File: src/rtl/wrsp_pkg.sv
// ----------------------------------------------------------------------------
// wrsp_pkg
// Shared types and constants of the RIFF/WAVE byte stream parser.
// ----------------------------------------------------------------------------
package wrsp_pkg;

  // Largest sample size in bytes that the data path supports by default.
  localparam int MAX_SAMPLE_BYTES_DEF = 4;

  // Result queue geometry.
  localparam int OUT_DEPTH = 4;
  localparam int OUT_PTR_W = $clog2(OUT_DEPTH);

  // Packed width of the result word on the stream bus.
  localparam int OUT_TDATA_W = 120;

  // Tags as little-endian words of their four ASCII bytes.
  localparam logic [31:0] TAG_RIFF = 32'h4646_4952;
  localparam logic [31:0] TAG_WAVE = 32'h4556_4157;
  localparam logic [31:0] TAG_FMT  = 32'h2074_6D66;
  localparam logic [31:0] TAG_DATA = 32'h6174_6164;

  localparam logic [31:0] MIN_FILE_LEN = 32'd44;
  localparam logic [31:0] MIN_FMT_LEN  = 32'd16;
  localparam logic [15:0] FMT_PCM      = 16'd1;

  typedef enum logic [1:0] {
    KIND_SAMPLE = 2'd0,
    KIND_FORMAT = 2'd1,
    KIND_DONE   = 2'd2,
    KIND_ERROR  = 2'd3
  } kind_t;

  typedef enum logic [3:0] {
    ERR_SHORT_FILE = 4'd0,
    ERR_NO_RIFF    = 4'd1,
    ERR_NO_WAVE    = 4'd2,
    ERR_FMT_SHORT  = 4'd3,
    ERR_NOT_PCM    = 4'd4,
    ERR_DATA_FIRST = 4'd5,
    ERR_NO_ROOM    = 4'd6,
    ERR_PAST_END   = 4'd7,
    ERR_BAD_DEPTH  = 4'd8
  } err_t;

  typedef struct packed {
    kind_t              kind;
    logic signed [31:0] sample_value;
    logic [15:0]        channel_index;
    logic [15:0]        channel_count;
    logic [31:0]        sample_rate;
    logic [15:0]        sample_bits;
    logic [3:0]         error_code;
  } result_t;

  // Results produced by one byte: count is 0, 1 or 2, first goes out first.
  typedef struct packed {
    logic [1:0] count;
    result_t    first;
    result_t    second;
  } push_t;

  function automatic result_t error_result(err_t code);
    result_t r;
    r            = '0;
    r.kind       = KIND_ERROR;
    r.error_code = code;
    return r;
  endfunction

  function automatic result_t done_result();
    result_t r;
    r      = '0;
    r.kind = KIND_DONE;
    return r;
  endfunction

endpackage

File: src/rtl/wav_riff_stream_parser.sv
// ----------------------------------------------------------------------------
// wav_riff_stream_parser
// Streaming RIFF/WAVE PCM parser: takes the file one byte per word, checks
// the RIFF and WAVE tags, walks the chunks, reports the format and emits
// every sample as a sign-extended integer with its channel index.
//
//   Channel   Direction  Width  Contents
//   in_*      slave      8      tdata: data_byte
//   out_*     master     120/2  tdata: sample_value .. error_code, tuser: kind
//   cfg_*     slave      32     data: file_length
//
// One byte is taken per cycle while in_tready is high; its results are ready in the next cycle.
// Each byte yields up to two results, which enter a four-entry result queue;
// in_tready is high while the queue has room for two, so bytes flow at one
// per cycle as long as results drain at one per cycle.
// cfg_ready is always high. Reset is synchronous, active low, and returns
// the parser to the RIFF tag; an error or end of file halts it until reset.
// ----------------------------------------------------------------------------
module wav_riff_stream_parser #(
  parameter int MAX_SAMPLE_BYTES = wrsp_pkg::MAX_SAMPLE_BYTES_DEF
) (
  input  logic                             clk,
  input  logic                             rst_n,
  // Configuration write.
  input  logic                             cfg_valid,
  output logic                             cfg_ready,
  input  logic [31:0]                      cfg_data,   // file_length
  // Byte input.
  input  logic                             in_tvalid,
  output logic                             in_tready,
  input  logic [7:0]                       in_tdata,   // [7:0] data_byte
  // Result output.
  output logic                             out_tvalid,
  input  logic                             out_tready,
  // [31:0] sample_value, [47:32] channel_index, [63:48] channel_count,
  // [95:64] sample_rate, [111:96] sample_bits, [115:112] error_code
  output logic [wrsp_pkg::OUT_TDATA_W-1:0] out_tdata,
  output logic [1:0]                       out_tuser   // [1:0] result_kind
);

  wrsp_pkg::push_t   push;
  wrsp_pkg::result_t res;
  logic              room;
  logic              in_acc;

  assign cfg_ready = 1'b1;
  assign in_tready = room;
  assign in_acc    = in_tvalid && in_tready;

  // Parse step.
  wrsp_core #(
    .MAX_SAMPLE_BYTES(MAX_SAMPLE_BYTES)
  ) u_core (
    .clk      (clk),
    .rst_n    (rst_n),
    .cfg_we   (cfg_valid && cfg_ready),
    .cfg_data (cfg_data),
    .in_valid (in_acc),
    .in_data  (in_tdata),
    .push     (push)
  );

  // Result queue.
  wrsp_out_fifo u_out_fifo (
    .clk       (clk),
    .rst_n     (rst_n),
    .push      (push),
    .room      (room),
    .out_valid (out_tvalid),
    .out_ready (out_tready),
    .out_res   (res)
  );

  // Pack the result word.
  assign out_tdata = {4'd0, res.error_code, res.sample_bits, res.sample_rate,
                      res.channel_count, res.channel_index, res.sample_value};
  assign out_tuser = res.kind;

endmodule

File: src/rtl/wrsp_core.sv
// ----------------------------------------------------------------------------
// wrsp_core
// Per-byte parse step: holds the parser state and turns each accepted byte
// into zero, one or two results, combinationally.
// ----------------------------------------------------------------------------
module wrsp_core #(
  parameter int MAX_SAMPLE_BYTES = wrsp_pkg::MAX_SAMPLE_BYTES_DEF
) (
  input  logic            clk,
  input  logic            rst_n,
  input  logic            cfg_we,
  input  logic [31:0]     cfg_data,
  input  logic            in_valid,
  input  logic [7:0]      in_data,
  output wrsp_pkg::push_t push
);

  localparam int ACC_W = 8 * MAX_SAMPLE_BYTES;
  localparam int BIS_W = (MAX_SAMPLE_BYTES > 1) ? $clog2(MAX_SAMPLE_BYTES) : 1;
  localparam logic [12:0] MAX_BYTES_C = 13'(MAX_SAMPLE_BYTES);

  typedef enum logic [2:0] {
    PH_RIFF,
    PH_HEADER,
    PH_FMT,
    PH_DATA,
    PH_SKIP
  } phase_t;

  phase_t             phase_r, phase_nxt;
  logic [31:0]        flen_r;
  logic [31:0]        pos_r, pos_nxt;
  logic [31:0]        tag_r, tag_nxt;
  logic [31:0]        rem_r, rem_nxt;
  logic               fmt_seen_r, fmt_seen_nxt;
  logic [15:0]        fmt_tag_r, fmt_tag_nxt;
  logic [15:0]        chan_r, chan_nxt;
  logic [31:0]        rate_r, rate_nxt;
  logic [15:0]        bits_r, bits_nxt;
  logic [ACC_W-1:0]   acc_r, acc_nxt;
  logic [BIS_W-1:0]   bis_r, bis_nxt;
  logic [15:0]        ch_r, ch_nxt;
  logic               halted_r, halted_nxt;
  logic [3:0]         fo_r, fo_nxt;

  logic [32:0]        next33;
  logic               end_reached;
  logic               hdr_no_room;
  logic [31:0]        rem_dec;
  logic [31:0]        rem_full;
  logic [31:0]        tag_full;
  logic [33:0]        body_end_sum;
  logic [15:0]        bits_full;
  logic [31:0]        acc32;
  logic [31:0]        samp_val;
  logic [16:0]        ch_inc;
  logic [2:0]         hdr_off;

  logic               err_hit;
  wrsp_pkg::err_t     err_code;
  logic               samp_hit;
  logic               fmt_hit;
  logic               done_hit;
  wrsp_pkg::result_t  primary;

  // Arithmetic shared by several phases.
  assign next33       = {1'b0, pos_r} + 33'd1;
  assign end_reached  = next33 >= {1'b0, flen_r};
  assign hdr_no_room  = ({1'b0, pos_r} + 33'd8) >= {1'b0, flen_r};
  assign rem_dec      = rem_r - 32'd1;
  assign rem_full     = {in_data, rem_r[23:0]};
  assign tag_full     = {in_data, tag_r[23:0]};
  assign body_end_sum = {1'b0, next33} + {2'b00, rem_full};
  assign bits_full    = {in_data, bits_r[7:0]};
  assign acc32        = 32'(acc_r);
  assign ch_inc       = {1'b0, ch_r} + 17'd1;
  assign hdr_off      = fo_r[2:0];

  // Sample assembly: lanes below the current one come from the accumulator,
  // the current lane is the incoming byte, and lanes above carry its sign.
  always_comb begin
    for (int k = 0; k < 4; k++) begin
      if (k < int'(bis_r)) begin
        samp_val[8*k +: 8] = acc32[8*k +: 8];
      end else if (k == int'(bis_r)) begin
        samp_val[8*k +: 8] = in_data;
      end else begin
        samp_val[8*k +: 8] = {8{in_data[7]}};
      end
    end
  end

  // Parse step for one accepted byte.
  always_comb begin
    phase_nxt    = phase_r;
    pos_nxt      = pos_r;
    tag_nxt      = tag_r;
    rem_nxt      = rem_r;
    fmt_seen_nxt = fmt_seen_r;
    fmt_tag_nxt  = fmt_tag_r;
    chan_nxt     = chan_r;
    rate_nxt     = rate_r;
    bits_nxt     = bits_r;
    acc_nxt      = acc_r;
    bis_nxt      = bis_r;
    ch_nxt       = ch_r;
    halted_nxt   = halted_r;
    fo_nxt       = fo_r;
    err_hit      = 1'b0;
    err_code     = wrsp_pkg::ERR_SHORT_FILE;
    samp_hit     = 1'b0;
    fmt_hit      = 1'b0;
    done_hit     = 1'b0;

    if (in_valid && !halted_r) begin
      pos_nxt = next33[31:0];
      unique case (phase_r)
        // RIFF tag, size word and WAVE tag.
        PH_RIFF: begin
          priority if (pos_r == 32'd0 && flen_r < wrsp_pkg::MIN_FILE_LEN) begin
            err_hit  = 1'b1;
            err_code = wrsp_pkg::ERR_SHORT_FILE;
          end else if (pos_r < 32'd4 &&
                       in_data != wrsp_pkg::TAG_RIFF[8*pos_r[1:0] +: 8]) begin
            err_hit  = 1'b1;
            err_code = wrsp_pkg::ERR_NO_RIFF;
          end else if (pos_r >= 32'd8 && pos_r < 32'd12 &&
                       in_data != wrsp_pkg::TAG_WAVE[8*pos_r[1:0] +: 8]) begin
            err_hit  = 1'b1;
            err_code = wrsp_pkg::ERR_NO_WAVE;
          end else if (pos_r >= 32'd11) begin
            phase_nxt = PH_HEADER;
            fo_nxt    = 4'd0;
          end else begin
            phase_nxt = PH_RIFF;
          end
        end

        // Chunk header: four tag bytes then four size bytes.
        PH_HEADER: begin
          priority if (hdr_off == 3'd0 && hdr_no_room) begin
            err_hit  = 1'b1;
            err_code = wrsp_pkg::ERR_NO_ROOM;
          end else if (hdr_off == 3'd3 && tag_full == wrsp_pkg::TAG_DATA && !fmt_seen_r) begin
            err_hit  = 1'b1;
            err_code = wrsp_pkg::ERR_DATA_FIRST;
          end else begin
            fo_nxt = {1'b0, hdr_off + 3'd1};
            if (hdr_off == 3'd0) begin
              tag_nxt = {24'd0, in_data};
              rem_nxt = 32'd0;
            end else if (!hdr_off[2]) begin
              tag_nxt[8*hdr_off[1:0] +: 8] = in_data;
            end else begin
              rem_nxt[8*hdr_off[1:0] +: 8] = in_data;
            end
            if (hdr_off == 3'd7) begin
              fo_nxt = 4'd0;
              priority if (tag_r == wrsp_pkg::TAG_FMT) begin
                priority if (body_end_sum >= {2'b00, flen_r}) begin
                  err_hit  = 1'b1;
                  err_code = wrsp_pkg::ERR_PAST_END;
                end else if (rem_full < wrsp_pkg::MIN_FMT_LEN) begin
                  err_hit  = 1'b1;
                  err_code = wrsp_pkg::ERR_FMT_SHORT;
                end else begin
                  fmt_tag_nxt = 16'd0;
                  chan_nxt    = 16'd0;
                  rate_nxt    = 32'd0;
                  bits_nxt    = 16'd0;
                  phase_nxt   = PH_FMT;
                end
              end else if (tag_r == wrsp_pkg::TAG_DATA) begin
                if (body_end_sum > {2'b00, flen_r}) begin
                  err_hit  = 1'b1;
                  err_code = wrsp_pkg::ERR_PAST_END;
                end else begin
                  acc_nxt   = '0;
                  bis_nxt   = '0;
                  ch_nxt    = 16'd0;
                  phase_nxt = (rem_full == 32'd0) ? PH_HEADER : PH_DATA;
                end
              end else begin
                // Unknown chunk; an empty one ends at once.
                phase_nxt = PH_SKIP;
                if (rem_full == 32'd0) begin
                  if (end_reached) begin
                    done_hit = 1'b1;
                  end else begin
                    phase_nxt = PH_HEADER;
                  end
                end
              end
            end
          end
        end

        // First sixteen bytes of a format chunk.
        PH_FMT: begin
          rem_nxt = rem_dec;
          fo_nxt  = fo_r + 4'd1;
          if (fo_r < 4'd2) begin
            fmt_tag_nxt[8*fo_r[0] +: 8] = in_data;
          end else if (fo_r < 4'd4) begin
            chan_nxt[8*fo_r[0] +: 8] = in_data;
          end else if (fo_r < 4'd8) begin
            rate_nxt[8*fo_r[1:0] +: 8] = in_data;
          end else if (fo_r >= 4'd14) begin
            bits_nxt[8*fo_r[0] +: 8] = in_data;
          end
          if (fo_r == 4'd15) begin
            fo_nxt = 4'd0;
            priority if (fmt_tag_r != wrsp_pkg::FMT_PCM) begin
              err_hit  = 1'b1;
              err_code = wrsp_pkg::ERR_NOT_PCM;
            end else if (bits_full == 16'd0 || bits_full[2:0] != 3'd0 ||
                         bits_full[15:3] > MAX_BYTES_C) begin
              err_hit  = 1'b1;
              err_code = wrsp_pkg::ERR_BAD_DEPTH;
            end else begin
              fmt_seen_nxt = 1'b1;
              fmt_hit      = 1'b1;
              phase_nxt    = PH_SKIP;
              if (rem_dec == 32'd0) begin
                if (end_reached) begin
                  done_hit = 1'b1;
                end else begin
                  phase_nxt = PH_HEADER;
                end
              end
            end
          end
        end

        // Sample bytes, little-endian, channels interleaved.
        PH_DATA: begin
          rem_nxt = rem_dec;
          if (chan_r != 16'd0) begin
            if ((4'(bis_r) + 4'd1) >= {1'b0, bits_r[5:3]}) begin
              samp_hit = 1'b1;
              acc_nxt  = '0;
              bis_nxt  = '0;
              ch_nxt   = (ch_inc >= {1'b0, chan_r}) ? 16'd0 : ch_inc[15:0];
            end else begin
              acc_nxt[8*bis_r +: 8] = in_data;
              bis_nxt = bis_r + 1'b1;
            end
          end
          if (rem_dec == 32'd0) begin
            if (end_reached) begin
              done_hit = 1'b1;
            end else begin
              phase_nxt = PH_HEADER;
              fo_nxt    = 4'd0;
            end
          end
        end

        // Unknown chunk body or trailing format bytes.
        PH_SKIP: begin
          rem_nxt = rem_dec;
          if (rem_dec == 32'd0 || end_reached) begin
            if (end_reached) begin
              done_hit = 1'b1;
            end else begin
              phase_nxt = PH_HEADER;
              fo_nxt    = 4'd0;
            end
          end
        end

        default: begin
          phase_nxt = phase_r;
        end
      endcase
    end
  end

  // Result selection: an error stands alone; otherwise a sample or format
  // result goes first and the end-of-file result follows it.
  always_comb begin
    primary = '0;
    if (samp_hit) begin
      primary.kind          = wrsp_pkg::KIND_SAMPLE;
      primary.sample_value  = samp_val;
      primary.channel_index = ch_r;
    end else begin
      primary.kind          = wrsp_pkg::KIND_FORMAT;
      primary.channel_count = chan_r;
      primary.sample_rate   = rate_r;
      primary.sample_bits   = bits_full;
    end

    push = '0;
    if (err_hit) begin
      push.count = 2'd1;
      push.first = wrsp_pkg::error_result(err_code);
    end else if (samp_hit || fmt_hit) begin
      push.first = primary;
      if (done_hit) begin
        push.count  = 2'd2;
        push.second = wrsp_pkg::done_result();
      end else begin
        push.count = 2'd1;
      end
    end else if (done_hit) begin
      push.count = 2'd1;
      push.first = wrsp_pkg::done_result();
    end
  end

  // State registers.
  always_ff @(posedge clk) begin
    if (!rst_n) begin
      phase_r    <= PH_RIFF;
      flen_r     <= 32'd0;
      pos_r      <= 32'd0;
      tag_r      <= 32'd0;
      rem_r      <= 32'd0;
      fmt_seen_r <= 1'b0;
      fmt_tag_r  <= 16'd0;
      chan_r     <= 16'd0;
      rate_r     <= 32'd0;
      bits_r     <= 16'd0;
      acc_r      <= '0;
      bis_r      <= '0;
      ch_r       <= 16'd0;
      halted_r   <= 1'b0;
      fo_r       <= 4'd0;
    end else begin
      phase_r    <= phase_nxt;
      pos_r      <= pos_nxt;
      tag_r      <= tag_nxt;
      rem_r      <= rem_nxt;
      fmt_seen_r <= fmt_seen_nxt;
      fmt_tag_r  <= fmt_tag_nxt;
      chan_r     <= chan_nxt;
      rate_r     <= rate_nxt;
      bits_r     <= bits_nxt;
      acc_r      <= acc_nxt;
      bis_r      <= bis_nxt;
      ch_r       <= ch_nxt;
      halted_r   <= halted_nxt || err_hit || done_hit;
      fo_r       <= fo_nxt;
      if (cfg_we) begin
        flen_r <= cfg_data;
      end
    end
  end

  // Once halted the parser stays halted until reset.
  a_halt_sticky: assert property (@(posedge clk) disable iff (!rst_n)
    halted_r |=> halted_r)
    else $error("parser left the halted state");

  // A halted parser produces nothing.
  a_halt_silent: assert property (@(posedge clk) disable iff (!rst_n)
    halted_r |-> push.count == 2'd0)
    else $error("result produced while halted");

  // An error result halts the parser.
  a_err_halts: assert property (@(posedge clk) disable iff (!rst_n)
    (push.count != 2'd0 && push.first.kind == wrsp_pkg::KIND_ERROR) |=> halted_r)
    else $error("error result without halt");

  // A second result from one byte is always the end-of-file result.
  a_pair_done: assert property (@(posedge clk) disable iff (!rst_n)
    push.count == 2'd2 |-> (push.second.kind == wrsp_pkg::KIND_DONE &&
                            push.first.kind != wrsp_pkg::KIND_ERROR))
    else $error("bad result pair");

endmodule

File: src/rtl/wrsp_out_fifo.sv
// ----------------------------------------------------------------------------
// wrsp_out_fifo
// Small result queue that takes up to two results per cycle and hands one
// result per cycle to the output stream while out_ready is high.
// ----------------------------------------------------------------------------
module wrsp_out_fifo (
  input  logic              clk,
  input  logic              rst_n,
  input  wrsp_pkg::push_t   push,
  output logic              room,
  output logic              out_valid,
  input  logic              out_ready,
  output wrsp_pkg::result_t out_res
);

  localparam int PTR_W = wrsp_pkg::OUT_PTR_W;
  localparam logic [PTR_W:0] ROOM_MAX  = (PTR_W + 1)'(wrsp_pkg::OUT_DEPTH - 2);
  localparam logic [PTR_W:0] DEPTH_CNT = (PTR_W + 1)'(wrsp_pkg::OUT_DEPTH);

  wrsp_pkg::result_t mem_r [wrsp_pkg::OUT_DEPTH];
  logic [PTR_W-1:0]  wr_r, wr_nxt;
  logic [PTR_W-1:0]  rd_r, rd_nxt;
  logic [PTR_W:0]    cnt_r, cnt_nxt;
  logic [PTR_W-1:0]  wr_p1;
  logic              pop;

  assign pop       = out_valid && out_ready;
  assign out_valid = cnt_r != '0;
  assign out_res   = mem_r[rd_r];
  assign room      = cnt_r <= ROOM_MAX;
  assign wr_p1     = wr_r + 1'b1;

  // Pointer and fill count update.
  always_comb begin
    wr_nxt  = wr_r + PTR_W'(push.count);
    rd_nxt  = pop ? rd_r + 1'b1 : rd_r;
    cnt_nxt = cnt_r + (PTR_W + 1)'(push.count) - (PTR_W + 1)'(pop);
  end

  always_ff @(posedge clk) begin
    if (!rst_n) begin
      wr_r  <= '0;
      rd_r  <= '0;
      cnt_r <= '0;
    end else begin
      wr_r  <= wr_nxt;
      rd_r  <= rd_nxt;
      cnt_r <= cnt_nxt;
    end
  end

  // Result storage.
  always_ff @(posedge clk) begin
    if (push.count != 2'd0) begin
      mem_r[wr_r] <= push.first;
    end
    if (push.count == 2'd2) begin
      mem_r[wr_p1] <= push.second;
    end
  end

  a_no_overflow: assert property (@(posedge clk) disable iff (!rst_n)
    cnt_r <= DEPTH_CNT)
    else $error("result queue overflow");

  a_pair_has_room: assert property (@(posedge clk) disable iff (!rst_n)
    push.count != 2'd0 |-> cnt_r <= ROOM_MAX)
    else $error("push without room for two results");

  a_ptr_match: assert property (@(posedge clk) disable iff (!rst_n)
    (wr_r - rd_r) == cnt_r[PTR_W-1:0])
    else $error("queue pointers disagree with fill count");

  a_push_count: assert property (@(posedge clk) disable iff (!rst_n)
    push.count != 2'd3)
    else $error("illegal push count");

endmodule

File: config.mk
export PLATFORM = sky130hd
export DESIGN_NAME = wav_riff_stream_parser
export DESIGN_NICKNAME = d
export VERILOG_FILES = /design/src/rtl/wrsp_pkg.sv /design/src/rtl/wav_riff_stream_parser.sv /design/src/rtl/wrsp_core.sv /design/src/rtl/wrsp_out_fifo.sv
export SDC_FILE = /design/constraint.sdc
export NUM_CORES = 2
export LEC_CHECK = 0
export BUFFER_PORTS_ARGS = -buffer_cell sky130_fd_sc_hd__buf_2
export CORE_MARGIN = 5
export CORE_UTILIZATION = 50
export DETAILED_ROUTE_END_ITERATION = 16
export PLACE_DENSITY_LB_ADDON = 0.15
export SYNTH_ARGS = -nofsm -noshare
export SYNTH_HDL_FRONTEND = slang
export SYNTH_HIERARCHICAL = 1
export SYNTH_SLANG_ARGS = --single-unit
File: constraint.sdc
create_clock -name clk -period 48.7 [get_ports clk]
set_input_delay 7.305 -clock clk [delete_from_list [all_inputs] [get_ports clk]]
set_output_delay 7.305 -clock clk [all_outputs]
set_load 0.01 [all_outputs]
==> reports/results.txt <==
outcome = completed
post-synthesis register bit count = 732
vias in the first global route = 30436
CTS tree = yes
max-cap violations = 0
EDFF count, synth = 472
DP HPWL = 76.7 mm
headroom to the max-slew limit = 0.252
layout cells sized above 1 = 0.249
reg-to-reg slack, setup = 37.60 ns
Final Hold Vio Count = 0
largest net degree at the start of global routing = 119
RD Place Congestion = 0.913
Async S/R FF share, synth = 0
# fillers = 7466
startpoint types = input pin
Worst Setup EP = u_out_fifo/mem_r[1][35]$_DFFE_PP_
Initial DRT Pass Iterations = 5
DP Worst Slack = 33.60 ns
cell area after layout = 0.0473 mm²
area leader, netlist = edfxtp_1
largest cells by area after synthesis = edfxtp_1 (33%), mux2_2 (12%), dfxtp_1 (12%)
Max FO, Critical Path = 50
Critical Path Slowest Stage Cell = buf_4
Core Footprint = 0.0866 mm²
worst hold-check path type = flip-flop to flip-flop
Non-Filler Instances = 5122
final worst-path cycle share = 0.298
Site Rows = 108
actual slew at the worst max-slew pin = 1.11 ns
worst setup margin = 34.18 ns
H-tree levels = 3
slowest stage delay, CP = 0.77 ns
hold buffer count at cts = 0
die area = 0.0930 mm²
sequential element share of the synthesized area = 0.446
dpl cells = 4970
port buffer count = 164
WL final = 117 mm
Starting Density = 0.502
Setup Viol. Count Final = 0
logic depth of the worst setup path including buffers = 22
fin crit period = 14.52 ns
Top Ports = 170
fraction of the mapped netlist area in simple logic gates = 0.126
WP data required = 48.95 ns
Synth Cell Area = 0.0435 mm²
die width = 305 µm
reg2reg path depth = 30
GRT overflow = 0
Final Skew = 0.0271 ns
Syn-to-layout area delta = 8.75%
Post-route DRC = 0
xor/xnor share of the synthesized area = 0.0270
post-DR vias/cell = 5.86
Post-synth top flop = edfxtp_1
WP data arrival = 14.77 ns
Clock Path Buffers = 3
CTS Sinks = 732
crit-path cells = buf_2, buf_4, ha_1, o21ai_0, a31oi_1, o21ai_0, o211ai_1, o221a_2, ha_1, a211oi_1, o21ai_1, a2111oi_2, nand3_1, o311ai_1, o211ai_2, a32o_1, o21ai_1, and2_1, mux2i_1, nor2_4, buf_4, buf_4
antenna violations before repair = 5
initial drt markers = 2298
top-area cell type share of the netlist area = 0.326
most frequent CP cell = buf_4
Num CTS Buffers = 82
Post-DP Area = 0.0445 mm²
largest family of logic cells by synthesized area = multiplexers
GRT Overall Usage = 0.245
Worst-Skew Late Latency = 0.63 ns
Adder-Cell Fraction of Synth Area = 0.0513
mux cell area share after synthesis = 0.209
antenna-violating nets left = 0
CTS clk-pin slew, worst paths = 0.06 ns
post-synthesis compound-gate area fraction = 0.0811
power per standard cell area = 35.0 mW/mm²
vias = 30034
Crit. Startpoint = in_tdata[0]
most common cell after layout, fill and taps aside = edfxtp_1
Ys Warns = 6
Resized Gates After CTS = 0
setup TNS = 0 ns
Worst path top cell family by delay = compound AO/OA/AOI/OAI gates
average wire per standard cell = 22.8 µm
Cells after Synth = 3867
Slew Limit Fails = 0
VDD IR-drop max = 34.4 µV
Distinct cells, synth = 100
RR Endpoint = u_out_fifo/mem_r[1][35]$_DFFE_PP_
nets@finish = 4121
crit path buf inv count = 4
crit end category = flip-flop
RSZ-0062 raised after global routing = no
first-pass GRT wire length = 181 mm
Mean Syn Cell Area = 11.2 µm²
Setup Buffers After CTS = 0
FF-to-FF Start = u_core/pos_r[3]$_SDFFE_PN0P_
commonest non-fill, non-tap cells in the layout = edfxtp_1 (472), mux2_2 (468), nand2_1 (278)
fmax = 68.9 MHz
crit path kind = input pin to flip-flop
clock tree root buffer cell = clkbuf_16
leakage = 18.3 nW
Die Ht = 305 µm
## Yosys cell counts (all sizes together) (13+ instances only)
| cell type | n |
|---|---|
| o21a | 13 |
| and4 | 13 |
| dfxtp | 260 |
| a31oi | 14 |
| mux4 | 118 |
| or3 | 38 |
| o22ai | 16 |
| nand3 | 168 |
| nor2 | 209 |
| nor4 | 41 |
| mux2i | 113 |
| mux2 | 472 |
| nand2b | 16 |
| inv | 102 |
| a21o | 17 |
| and3 | 36 |
| and2 | 86 |
| xnor2 | 64 |
| or2 | 16 |
| o21ai | 101 |
| xor2 | 65 |
| nand4 | 45 |
| a221o | 16 |
| nor2b | 17 |
| a211oi | 20 |
| buf | 253 |
| ha | 175 |
| clkbuf | 137 |
| nor4b | 14 |
| edfxtp | 472 |
| a21oi | 233 |
| nor3 | 71 |
| nand2 | 278 |
## where the power goes
part           switching (mW)  internal (mW)
Sequential             0.0180          0.701
Combinational           0.175          0.121
Clock                   0.259          0.379
## cell type report
| class | count | area, µm² | share of cell area |
|---|---|---|---|
| multi-input combinational | 2774 | 22100 | 0.468 |
| clock inverter | 37 | 385 | 0.00815 |
| tap | 1155 | 1450 | 0.0306 |
| clock buffer | 113 | 2410 | 0.0509 |
| sequential | 732 | 19400 | 0.410 |
| antenna | 2 | 5.00 | 0.000106 |
| inverter | 103 | 389 | 0.00823 |
| timing repair buffer | 206 | 1160 | 0.0246 |
## logic make-up (layout without fill, tap and decap cells)
kind of cell    Yosys count  after routing
other cells               3            137
fa+ha+maj               177            177
buf+inv                 493            459
mux                     703            703
flops                   732            732
simple gates           1080           1080
compound gates          548            548
xor+xnor                131            131
## registers in the layout, summed over array words and instances (netlist names), 3 cells and up, named ones only
register and count:
u_core/ch_r 16, u_out_fifo/cnt_r 3, u_core/rem_r 32, u_core/tag_r 32
u_core/pos_r 32, u_core/fo_r 4, u_core/flen_r 32, u_core/bits_r 8
u_core/phase_r 3, u_core/rate_r 32, u_core/acc32 24, u_core/fmt_tag_r 16
u_out_fifo/mem_r 472, u_core/chan_r 16
## through the flow
stage	power [mW]	hold WS, ns	utilization
floorplan	0.932	0.427	-
detailed placement	1.04	0.442	0.514
global route	1.72	0.471	0.546
global placement	1.03	0.437	0.514
CTS	1.68	0.452	0.546
finish	1.65	0.450	0.546
## worst min-delay path by stage
stage,start,endpoint,slack (ns),cells after the start
3_5_place_dp,u_core/bits_r[7]$_SDFFE_PN0P_,u_core/bits_r[7]$_SDFFE_PN0P_,0.44,2
5_1_grt,u_core/bits_r[7]$_SDFFE_PN0P_,u_core/bits_r[7]$_SDFFE_PN0P_,0.47,2
6_report,u_core/tag_r[6]$_SDFFE_PN0P_,u_core/tag_r[6]$_SDFFE_PN0P_,0.45,2
2_1_floorplan,u_core/tag_r[0]$_SDFFE_PN0P_,u_core/tag_r[0]$_SDFFE_PN0P_,0.43,2
4_1_cts,u_core/tag_r[21]$_SDFFE_PN0P_,u_core/tag_r[21]$_SDFFE_PN0P_,0.45,2
3_3_place_gp,u_core/tag_r[0]$_SDFFE_PN0P_,u_core/tag_r[0]$_SDFFE_PN0P_,0.44,2
## worst min-delay path: cells and delay by family (launching register included)
family,cells,cell delay (ns)
DFF,1,0.31
AOI/OAI and AO/OA,1,0.05
and+or+nand+nor,1,0.05
## routing by layer
| metal | wire, µm | global-route usage | share of wire | vias up |
|---|---|---|---|---|
| li1 | - | - | - | 14247 |
| met1 | 51200 | 0.331 | 0.44 | 14776 |
| met2 | 56500 | 0.415 | 0.48 | 812 |
| met3 | 5730 | 0.0322 | 0.049 | 195 |
| met4 | 3370 | 0.0705 | 0.029 | 4 |
| met5 | 27 | 0 | 0.00023 | - |
No activity file was read; power rests on OpenSTA's default activity.
